## src/rtl/core/assert_macros.svh

```systemverilog
// assertion helpers for the rtl files (included by the core)
`ifndef ASSERT_MACROS_SVH
`define ASSERT_MACROS_SVH

// same-cycle implication, held off during reset
`define CHK_IMPL(lbl, clk_s, rst_s, ante, cons, msg) \
  lbl: assert property (@(posedge clk_s) disable iff (rst_s) (ante) |-> (cons)) \
    else $error(msg);

// next-cycle implication, held off during reset
`define CHK_NEXT(lbl, clk_s, rst_s, ante, cons, msg) \
  lbl: assert property (@(posedge clk_s) disable iff (rst_s) (ante) |=> (cons)) \
    else $error(msg);

`endif

```

## src/rtl/core/slir_pkg.sv

```systemverilog
package slir_pkg;

  // field widths of the words on both sides
  localparam int WORD_W    = 32;
  localparam int IDX_W     = 4;
  localparam int CMD_W     = 2;
  localparam int CNT_OUT_W = 5;
  localparam int S_DATA_W  = 40;
  localparam int M_DATA_W  = 40;

  typedef logic signed [WORD_W-1:0] word_t;

  // command codes carried on s_tuser
  typedef enum logic [CMD_W-1:0] {
    CMD_INSERT = 2'd0,
    CMD_REMOVE = 2'd1,
    CMD_READ   = 2'd2
  } cmd_t;

endpackage

```

## src/rtl/core/slir_ram.sv

```systemverilog
module slir_ram #(
  parameter int DEPTH = 16
) (
  input  logic                     clk,
  input  logic                     we,
  input  logic [$clog2(DEPTH)-1:0] waddr,
  input  slir_pkg::word_t          wdata,
  input  logic [$clog2(DEPTH)-1:0] raddr,
  output slir_pkg::word_t          rdata
);
  import slir_pkg::*;

  word_t mem [DEPTH];

  // one write port, one registered read port
  always_ff @(posedge clk) begin
    if (we) begin
      mem[waddr] <= wdata;
    end
    rdata <= mem[raddr];
  end

endmodule

```

## src/rtl/core/sorted_list_insert_remove_core.sv

```systemverilog
// channel | dir | handshake          | contents
// s       | in  | s_tvalid, s_tready | s_tuser: cmd; s_tdata: value, index
// m       | out | m_tvalid, m_tready | m_tdata: ok, count, is_empty, is_full, read_value
//
// one command at a time; entries live in a single ram with a registered read port
// insert: walk down from the top, moving each larger entry up, then write the value
// remove: scan up for an equal entry, then move each entry above it down one slot
// read: fetch the indexed entry; an unknown command or early failure goes to the result
// rst clears the fill count and handshakes; ram contents are left as they are
// a stalled result is held in the output register and blocks only the next result
`include "assert_macros.svh"

module sorted_list_insert_remove_core #(
  parameter int DEPTH = 16
) (
  input  logic                          clk,
  input  logic                          rst,
  input  logic                          s_tvalid,
  output logic                          s_tready,
  // value[31:0], index[35:32], zero[39:36]
  input  logic [slir_pkg::S_DATA_W-1:0] s_tdata,
  // cmd[1:0]
  input  logic [slir_pkg::CMD_W-1:0]    s_tuser,
  output logic                          m_tvalid,
  input  logic                          m_tready,
  // ok[0], count[5:1], is_empty[6], is_full[7], read_value[39:8]
  output logic [slir_pkg::M_DATA_W-1:0] m_tdata
);
  import slir_pkg::*;

  localparam int AW = $clog2(DEPTH);
  localparam int CW = $clog2(DEPTH + 1);
  localparam int IW = (CW > IDX_W) ? CW : IDX_W;
  localparam logic [CW-1:0] FULL_CNT = CW'(DEPTH);
  localparam logic [CW-1:0] ONE      = CW'(1);
  localparam logic [CW-1:0] TWO      = CW'(2);

  typedef enum logic [6:0] {
    ST_IDLE = 7'b0000001,
    ST_INS  = 7'b0000010,
    ST_PUT  = 7'b0000100,
    ST_RSCH = 7'b0001000,
    ST_RSHF = 7'b0010000,
    ST_RD   = 7'b0100000,
    ST_FIN  = 7'b1000000
  } state_t;

  state_t          state, state_next;
  logic [CW-1:0]   count, count_next;
  logic [CW-1:0]   ptr, ptr_next;
  word_t           val, val_next;
  logic            res_ok, res_ok_next;
  word_t           res_rd, res_rd_next;

  logic            o_ok;
  logic [CNT_OUT_W-1:0] o_cnt;
  logic            o_empty;
  logic            o_full;
  word_t           o_rd;

  logic            mem_we;
  logic [AW-1:0]   mem_waddr;
  word_t           mem_wdata;
  logic [AW-1:0]   mem_raddr;
  word_t           mem_rdata;

  word_t           in_value;
  logic [IDX_W-1:0] in_index;
  cmd_t            in_cmd;
  logic            out_free;
  logic [CW-1:0]   ptr_inc, ptr_inc2, ptr_dec, ptr_dec2;

  // unpack the input word
  assign in_value = word_t'(s_tdata[WORD_W-1:0]);
  assign in_index = s_tdata[WORD_W+IDX_W-1:WORD_W];
  assign in_cmd   = cmd_t'(s_tuser);
  assign out_free = !m_tvalid || m_tready;
  assign s_tready = (state == ST_IDLE);

  assign ptr_inc  = ptr + ONE;
  assign ptr_inc2 = ptr + TWO;
  assign ptr_dec  = ptr - ONE;
  assign ptr_dec2 = ptr - TWO;

  slir_ram #(.DEPTH(DEPTH)) u_ram (
    .clk   (clk),
    .we    (mem_we),
    .waddr (mem_waddr),
    .wdata (mem_wdata),
    .raddr (mem_raddr),
    .rdata (mem_rdata)
  );

  // sequencer: walk the ram one entry a cycle, next read issued with each compare
  always_comb begin
    state_next  = state;
    count_next  = count;
    ptr_next    = ptr;
    val_next    = val;
    res_ok_next = res_ok;
    res_rd_next = res_rd;
    mem_we      = 1'b0;
    mem_waddr   = AW'(ptr);
    mem_wdata   = val;
    mem_raddr   = '0;
    case (state)
      ST_IDLE: begin
        if (s_tvalid) begin
          val_next    = in_value;
          res_ok_next = 1'b0;
          res_rd_next = '0;
          state_next  = ST_FIN;
          case (in_cmd)
            CMD_INSERT: begin
              if (count == '0) begin
                ptr_next   = '0;
                state_next = ST_PUT;
              end else if (count != FULL_CNT) begin
                mem_raddr  = AW'(count - ONE);
                ptr_next   = count;
                state_next = ST_INS;
              end
            end
            CMD_REMOVE: begin
              if (count != '0) begin
                mem_raddr  = '0;
                ptr_next   = '0;
                state_next = ST_RSCH;
              end
            end
            CMD_READ: begin
              if (IW'(in_index) < IW'(count)) begin
                mem_raddr  = AW'(in_index);
                state_next = ST_RD;
              end
            end
            default: begin
              state_next = ST_FIN;
            end
          endcase
        end
      end
      // rdata is entry ptr-1; move it up while it is larger than the value
      ST_INS: begin
        mem_we = 1'b1;
        if (mem_rdata > val) begin
          mem_wdata = mem_rdata;
          ptr_next  = ptr_dec;
          if (ptr == ONE) begin
            state_next = ST_PUT;
          end else begin
            mem_raddr = AW'(ptr_dec2);
          end
        end else begin
          count_next  = count + ONE;
          res_ok_next = 1'b1;
          state_next  = ST_FIN;
        end
      end
      // drop the value into the bottom slot
      ST_PUT: begin
        mem_we      = 1'b1;
        count_next  = count + ONE;
        res_ok_next = 1'b1;
        state_next  = ST_FIN;
      end
      // rdata is entry ptr; look for the first entry not below the value
      ST_RSCH: begin
        if (mem_rdata < val) begin
          if (ptr_inc == count) begin
            state_next = ST_FIN;
          end else begin
            mem_raddr = AW'(ptr_inc);
            ptr_next  = ptr_inc;
          end
        end else if (mem_rdata != val) begin
          state_next = ST_FIN;
        end else if (ptr_inc == count) begin
          count_next  = count - ONE;
          res_ok_next = 1'b1;
          state_next  = ST_FIN;
        end else begin
          mem_raddr  = AW'(ptr_inc);
          state_next = ST_RSHF;
        end
      end
      // rdata is entry ptr+1; move it down into ptr
      ST_RSHF: begin
        mem_we    = 1'b1;
        mem_wdata = mem_rdata;
        if (ptr_inc2 == count) begin
          count_next  = count - ONE;
          res_ok_next = 1'b1;
          state_next  = ST_FIN;
        end else begin
          mem_raddr = AW'(ptr_inc2);
          ptr_next  = ptr_inc;
        end
      end
      ST_RD: begin
        res_ok_next = 1'b1;
        res_rd_next = mem_rdata;
        state_next  = ST_FIN;
      end
      ST_FIN: begin
        if (out_free) begin
          state_next = ST_IDLE;
        end
      end
      default: begin
        state_next = ST_IDLE;
      end
    endcase
  end

  // control and working registers
  always_ff @(posedge clk) begin
    if (rst) begin
      state <= ST_IDLE;
      count <= '0;
    end else begin
      state <= state_next;
      count <= count_next;
    end
    ptr    <= ptr_next;
    val    <= val_next;
    res_ok <= res_ok_next;
    res_rd <= res_rd_next;
  end

  // output register
  always_ff @(posedge clk) begin
    if (rst) begin
      m_tvalid <= 1'b0;
    end else if (state == ST_FIN && out_free) begin
      m_tvalid <= 1'b1;
    end else if (m_tready) begin
      m_tvalid <= 1'b0;
    end
    if (state == ST_FIN && out_free) begin
      o_ok    <= res_ok;
      o_cnt   <= CNT_OUT_W'(count);
      o_empty <= (count == '0);
      o_full  <= (count == FULL_CNT);
      o_rd    <= res_rd;
    end
  end

  assign m_tdata = {o_rd, o_full, o_empty, o_cnt, o_ok};

  `CHK_IMPL(a_count_range, clk, rst, 1'b1, count <= FULL_CNT, "fill count beyond depth")
  `CHK_NEXT(a_count_step, clk, rst, 1'b1, (count == $past(count)) || (count == $past(count) + ONE) || (count == $past(count) - ONE), "fill count jumped")
  `CHK_IMPL(a_write_state, clk, rst, mem_we, (state == ST_INS) || (state == ST_PUT) || (state == ST_RSHF), "ram write outside a move state")
  `CHK_IMPL(a_empty_flag, clk, rst, m_tvalid, o_empty == (o_cnt == '0), "empty flag disagrees with count")

endmodule
```

## config.mk

```make
export PLATFORM = sky130hd
export DESIGN_NAME = sorted_list_insert_remove_core
export DESIGN_NICKNAME = d
export VERILOG_FILES = /design/src/rtl/core/slir_pkg.sv /design/src/rtl/core/slir_ram.sv /design/src/rtl/core/sorted_list_insert_remove_core.sv
export VERILOG_INCLUDE_DIRS = /design/src /design/src/rtl/core
export SDC_FILE = /design/constraint.sdc
export NUM_CORES = 1
export LEC_CHECK = 0
export BUFFER_PORTS_ARGS = -buffer_cell sky130_fd_sc_hd__buf_2
export CAP_MARGIN = 20
export CORE_UTILIZATION = 50
export CTS_BUF_LIST = sky130_fd_sc_hd__clkbuf_4 sky130_fd_sc_hd__clkbuf_8
export CTS_CLUSTER_SIZE = 28
export DETAILED_ROUTE_END_ITERATION = 10
export PLACE_DENSITY = 0.74
export SKIP_LAST_GASP = 1
export SYNTH_ARGS = -nofsm -noshare
export SYNTH_HDL_FRONTEND = slang
export SYNTH_HIERARCHICAL = 1
export SYNTH_SLANG_ARGS = --single-unit
```

## constraint.sdc

```tcl
create_clock -name clk -period 8.9 [get_ports clk]
set_input_delay 1.78 -clock clk [delete_from_list [all_inputs] [get_ports clk]]
set_output_delay 1.78 -clock clk [all_outputs]
set_load 0.02 [all_outputs]
```

==> results of run 1 <==
-- final cells by class --
| class | count | area, sq um |
|---|---|---|
| repair buffers | 113 | 669.4 |
| clock inverters | 29 | 425.4 |
| diodes | 1 | 2.502 |
| inverters | 49 | 183.9 |
| multi-input cells | 592 | 6304 |
| clock buffers | 165 | 2002 |
| fillers | 3741 | 21600 |
| flip-flops and latches | 667 | 19580 |
| well taps | 680 | 850.8 |
-- final timing paths --
check / cells after the start / endpoint / slack (ns) / start
min reg2reg: 0 / o_rd[6] / 0.42 / res_rd[6]
max reg2reg: 13 / u_ram/rdata[28] / 3.54 / val[13]
min: 0 / o_rd[6] / 0.42 / res_rd[6]
max: 13 / u_ram/rdata[28] / 3.54 / val[13]
-- metrics by stage --
step           utilization (%)  hold WS [ns]  setup WS (ns)  area [sq um]  instances
3_3_place_gp             53.39        0.4049          3.571         27560       2099
6_report                 58.16        0.4160          3.541         30020       2296
5_1_grt                  58.15        0.4226          3.411         30010       2295
3_5_place_dp             53.39        0.4045          3.542         27560       2099
4_1_cts                  58.09        0.4181          3.596         29980       2293
2_1_floorplan                -        0.4003          4.603         26240       1374
-- cell usage in the layout, fill, tap and decap left out, types with 37 or more instances in the layout --
| cell type | n |
|---|---|
| edfxtp_1 | 622 |
| buf_2 | 83 |
| a22oi_1 | 66 |
| and2_1 | 37 |
| clkbuf_4 | 43 |
| ha_1 | 43 |
| nand2_1 | 53 |
| mux4_2 | 128 |
| inv_1 | 48 |
| dfxtp_1 | 45 |
| clkbuf_8 | 122 |
-- logic make-up after synthesis --
family          Yosys count  share of synthesized area, %
fa+ha+maj                43                         2.050
compound gates          164                         4.401
buf+inv                 115                         1.926
flops                   667                         74.60
mux                     162                         12.44
simple gates            209                         4.110
xor+xnor                 14                        0.4672
-- critical path, delay by kind of cell, from the launching register on --
family | cells | cell delay (ns)
compound gates | 5 | 2.21
fa+ha+maj | 1 | 0.32
buf+inv | 2 | 0.76
flops | 1 | 0.43
mux | 1 | 0.40
simple gates | 4 | 1.07
-- where the power goes --
part           total (mW)  internal [mW]  switching (mW)  leakage [nW]
Clock                2.91           1.75            1.16          1.28
Sequential           3.59           3.55          0.0351          6.01
Combinational       0.311         0.0931           0.218          2.68
Total                6.80           5.39            1.41          9.97
-- registers in the layout (all words and copies together), names as in the netlist --
register	cells
u_ram/mem	512
o_rd	32
res_rd	32
u_ram/rdata	32
val	32
state	7
count	5
o_cnt	5
ptr	5
m_tvalid	1
o_empty	1
o_full	1
o_ok	1
res_ok	1
-- routing by layer --
layer  up-vias  routed length [um]
met5         -                   0
met1      6946               22880
met2       582               27530
met3       105                4392
met4         0                1157
li1       5880                   -
==> flow_summary.json, run 1 <==
{
  "initial_core_util_pct": 50.85,
  "synth.cells.most_frequent": "622 x edfxtp_1, 128 x mux4_2, 66 x a22oi_1",
  "worst_setup_path_start_kind": "flop",
  "finalCriticalPeriod_ns": 5.359,
  "grt_max_degree": 82,
  "ys_seq_elements": 667,
  "wirelength_mm": 55.96,
  "synth_area_leaders": "edfxtp_1 71%, mux4_2 11%, dfxtp_1 3.4%",
  "path_cells": "inv_1, ha_1, a21oi_1, o21ai_0, o41ai_1, and3_4, and2b_1, nor2b_1, a221o_4, buf_4, mux4_2, a22oi_1, nand2_1",
  "synth_cell_types": 60,
  "synth_seq_area_share_pct": 74.60,
  "synth_edf_count": 622,
  "use_met1_pct": 28.90,
  "synth_top_area_share_pct": 71.17,
  "cts_sinks": 667,
  "vias_per_cell": 5.885,
  "rsz0062_at_grt": "false",
  "syn2layout_area_growth_pct": 14.37,
  "report.final.setup_viol": 0,
  "grt_pass1_vias": 13590,
  "crit_arrival_ns": 5.91,
  "hold_path.class": "reg -> reg",
  "power_leakage_nw": 9.972,
  "cp.required_ns": 9.45,
  "synthFlopType": "edfxtp_1",
  "gp_congestion": 0.8912,
  "cts_resized": 0,
  "crit_path_end_kind": "flop",
  "cts-hold-fix-buffers": 0,
  "power_mw": 6.805,
  "finalMaxSlewViolations": 0,
  "synth.most_common_cell": "edfxtp_1",
  "drtAntennaViolNets": 0,
  "first_pass_iters": 5,
  "synthesis.area_per_instance_sq_um": 19.10,
  "grt_use_met2_pct": 35.33,
  "syn-cell-area_sq_um": 26240,
  "synthArstFlopShare_pct": 0,
  "cts_setup_buffers": 0,
  "hold_viol": 0,
  "yosys_warnings": 6,
  "die_area_sq_um": 53410,
  "die_y_um": 231.1,
  "power_density_nw_per_um2": 226.7,
  "clockRootBuffer": "clkbuf_8",
  "path_clk_slew_ns": 0.06,
  "antenna_found_initial": 2,
  "dp.final_hpwl_mm": 29.43,
  "synth_top_area_cell": "edfxtp_1",
  "layout-drive-gt1-share_pct": 30.59,
  "grt_remaining_overflow": 0,
  "cpPeakStageDelay_ns": 0.81,
  "syn_nets": 1463,
  "setup_tns_ns": 0,
  "die_w_um": 231.1,
  "io_pins": 88,
  "met3_usage_pct": 4.626,
  "portBuffers": 83,
  "status": "complete, no violations",
  "syn_inst": 1374,
  "worst_pin_slew_ns": 0.9791,
  "vdd_ir_drop_max_mv": 0.1415,
  "grt_pass1_wl_mm": 83.85,
  "drc_errors": 0,
  "clock_path_buffers": 3,
  "fin_skew_ns": 0.02145,
  "clk-insertion-delay-late_ns": 0.68,
  "cts_tree": "built",
  "max-cap-violations": 0,
  "wire_per_inst_um": 24.37,
  "slowest_stage": "o41ai_1",
  "min_period_over_period_pct": 60.21,
  "fin_nets": 1615,
  "coreArea_sq_um": 51610,
  "critPathKind": "reg -> reg",
  "slew_headroom_pct": 34.12,
  "num_vias": 13510,
  "drtIter0Drc": 1142,
  "htreeDepth": 3,
  "critPathMaxFanout": 47,
  "cts_buffers": 103,
  "fmax_mhz": 186.6,
  "row_count": 83,
  "grt_usage_pct": 21.43,
  "grt_busiest_layer": "met2"
}
No activity file was read; power rests on OpenSTA's default activity.
==> run 2, diff against run 1 <==
--- a/config.mk
+++ b/config.mk
@@ -12,7 +12,7 @@
 export CTS_BUF_LIST = sky130_fd_sc_hd__clkbuf_4 sky130_fd_sc_hd__clkbuf_8
 export CTS_CLUSTER_SIZE = 28
 export DETAILED_ROUTE_END_ITERATION = 10
-export PLACE_DENSITY = 0.74
+export PLACE_DENSITY = 0.77
 export SKIP_LAST_GASP = 1
 export SYNTH_ARGS = -nofsm -noshare
 export SYNTH_HDL_FRONTEND = slang
==> constraint.sdc (replaced) <==
create_clock -name clk -period 4.64 [get_ports clk]
set_input_delay 0.928 -clock clk [delete_from_list [all_inputs] [get_ports clk]]
set_output_delay 0.928 -clock clk [all_outputs]
set_load 0.02 [all_outputs]
==> flow_summary.json, run 2 (same netlist as run 1, synthesis figures left out) <==
{
  "crit_arrival_ns": 4.82,
  "worst_setup_path_start_kind": "flop",
  "cts_buffers": 102,
  "grt_usage_pct": 21.63,
  "die_w_um": 231.1,
  "hold_path.class": "reg -> reg",
  "crit_top_cell": "buf_12",
  "setup_tns_ns": 0,
  "layout-drive-gt1-share_pct": 29.83,
  "hold_viol": 0,
  "power_density_nw_per_um2": 411.6,
  "cpPeakStageDelay_ns": 0.66,
  "grt_pass1_vias": 13820,
  "worstHoldStart": "res_rd[13]",
  "die_y_um": 231.1,
  "cp.required_ns": 5.20,
  "drc_errors": 0,
  "postLayoutSetupSlackWorst_ns": 0.3788,
  "crit_end": "u_ram/rdata[11]",
  "dp_cells": 2118,
  "htreeDepth": 3,
  "instances_no_fill": 2310,
  "final_cell_mix": "622 x edfxtp_1, 128 x mux4_2, 112 x clkbuf_8",
  "r2r-end": "u_ram/rdata[11]",
  "cts_sinks": 667,
  "antenna_found_initial": 0,
  "die_area_sq_um": 53410,
  "cts_setup_buffers": 0,
  "finalCriticalPeriod_ns": 4.261,
  "fmax_mhz": 234.7,
  "power.switching_mw": 2.687,
  "wirelength_mm": 56.54,
  "final_common_cell": "edfxtp_1",
  "wl_met2_mm": 27.15,
  "path_clk_slew_ns": 0.06,
  "fin_skew_ns": 0.02016,
  "p_clk_share_pct": 39.4,
  "reg2reg_depth": 14,
  "cts-hold-fix-buffers": 0,
  "grt_max_degree": 35,
  "slowest_stage": "o41ai_1",
  "report.final.setup_viol": 0,
  "top_register": "u_ram/mem",
  "crit_family": "compound AO/OA/AOI/OAI gates",
  "coreArea_sq_um": 51610,
  "syn2layout_area_growth_pct": 14.20,
  "num-fill-cells": 3686,
  "p_seq_share_pct": 55.8,
  "grt_pass1_wl_mm": 84.24,
  "worst_pin_slew_ns": 1.050,
  "io_pins": 88,
  "drtAntennaViolNets": 0,
  "intPower_mw": 9.650,
  "status": "complete, no violations",
  "vdd_ir_drop_max_mv": 0.2231,
  "cp-startpoint": "val[15]",
  "power_leakage_nw": 9.920,
  "place_ws_ns": 0.3098,
  "wire_per_inst_um": 24.47,
  "clock_path_buffers": 3,
  "reg2reg_setup_slack_ns": 0.38,
  "reg2reg_from": "val[15]",
  "drtIter0Drc": 1286,
  "clk-insertion-delay-late_ns": 0.68,
  "cts_resized": 0,
  "first_pass_iters": 6,
  "rsz0062_at_grt": "false",
  "clockRootBuffer": "clkbuf_8",
  "min_period_over_period_pct": 91.84,
  "combPwrFrac_pct": 4.8,
  "crit_path_end_kind": "flop",
  "slew_headroom_pct": 29.78,
  "wl_met1_mm": 22.68,
  "initial_core_util_pct": 50.85,
  "finalMaxSlewViolations": 0,
  "gp_congestion": 0.9032,
  "num_vias": 13660,
  "largest_register_ffs": 512,
  "vias_per_cell": 5.912,
  "grt_remaining_overflow": 0,
  "worst-path-stages": 14,
  "critPathKind": "reg -> reg",
  "fin_nets": 1631,
  "top_layer_used": "met4",
  "cts_tree": "built",
  "path_buf_inv": 3,
  "max-cap-violations": 0,
  "wl_met3_mm": 5.387,
  "critPathMaxFanout": 13,
  "dp.final_hpwl_mm": 30.28,
  "sw_frac_of_total_pct": 21.78,
  "path_cells": "inv_1, ha_1, a21oi_1, o21ai_0, o41ai_1, and3_4, and2b_1, nor2b_1, a221o_4, buf_12, buf_12, mux4_2, a22oi_1, nand2_1",
  "row_count": 83,
  "portBuffers": 83
}
==> run 2: final cells by class <==
| type | instances | area, sq um | area share (%) |
|---|---|---|---|
| Antenna cell | 1 | 2.502 | 0.008349 |
| Multi-Input combinational cell | 592 | 6305 | 21.04 |
| Sequential cell | 667 | 19580 | 65.33 |
| Inverter | 49 | 183.9 | 0.6137 |
| Clock inverter | 46 | 280.3 | 0.9351 |
| Clock buffer | 145 | 1789 | 5.970 |
| Tap cell | 680 | 850.8 | 2.839 |
| Timing Repair Buffer | 130 | 980.9 | 3.273 |
==> run 2: worst reg2reg max path, stage by stage, from the launching register on <==
cell and delay (ns):
edfxtp_1 0.37, inv_1 0.05, ha_1 0.32, a21oi_1 0.15
o21ai_0 0.33, o41ai_1 0.66, and3_4 0.34, and2b_1 0.23
nor2b_1 0.20, a221o_4 0.32, buf_12 0.18, buf_12 0.17
mux4_2 0.52, a22oi_1 0.21, nand2_1 0.08
==> run 2: routing by layer <==
metal  track usage [%]  vias to the layer above
li1                  -                     5918
met1             29.81                     6968
met2             34.62                      664
met3             4.577                      107
met4             7.016                        0
met5                 0                        -
==> run 2: worst min-delay path by stage <==
stage               slack [ns]        to  cells after the start
floorplan                 0.40      o_ok                      0
global placement          0.40      o_ok                      0
detailed placement        0.40  o_rd[13]                      0
CTS                       0.37   val[10]                      1
global route              0.40    val[3]                      1
finish                    0.41  o_rd[13]                      0
==> run 2: stage by stage <==
stage               total power [mW]  utilization, %  hold WS, ns  instance area, sq um
global placement               7.580           54.05       0.4042                 27900
finish                         12.34           58.07       0.4131                 29970
CTS                            12.44           58.06       0.3719                 29970
floorplan                      7.367               -       0.4003                 26240
global route                   12.76           58.06       0.3990                 29970
detailed placement             7.610           54.05       0.4045                 27900
==> run 2: power groups by stage <==
stage               combinational (mW)  sequential, mW  clock [mW]
floorplan                        0.377            6.99           0
global placement                 0.572            7.01           0
detailed placement               0.599            7.01           0
CTS                              0.603            6.89        4.95
global route                     0.661            6.89        5.21
finish                           0.596            6.89        4.85
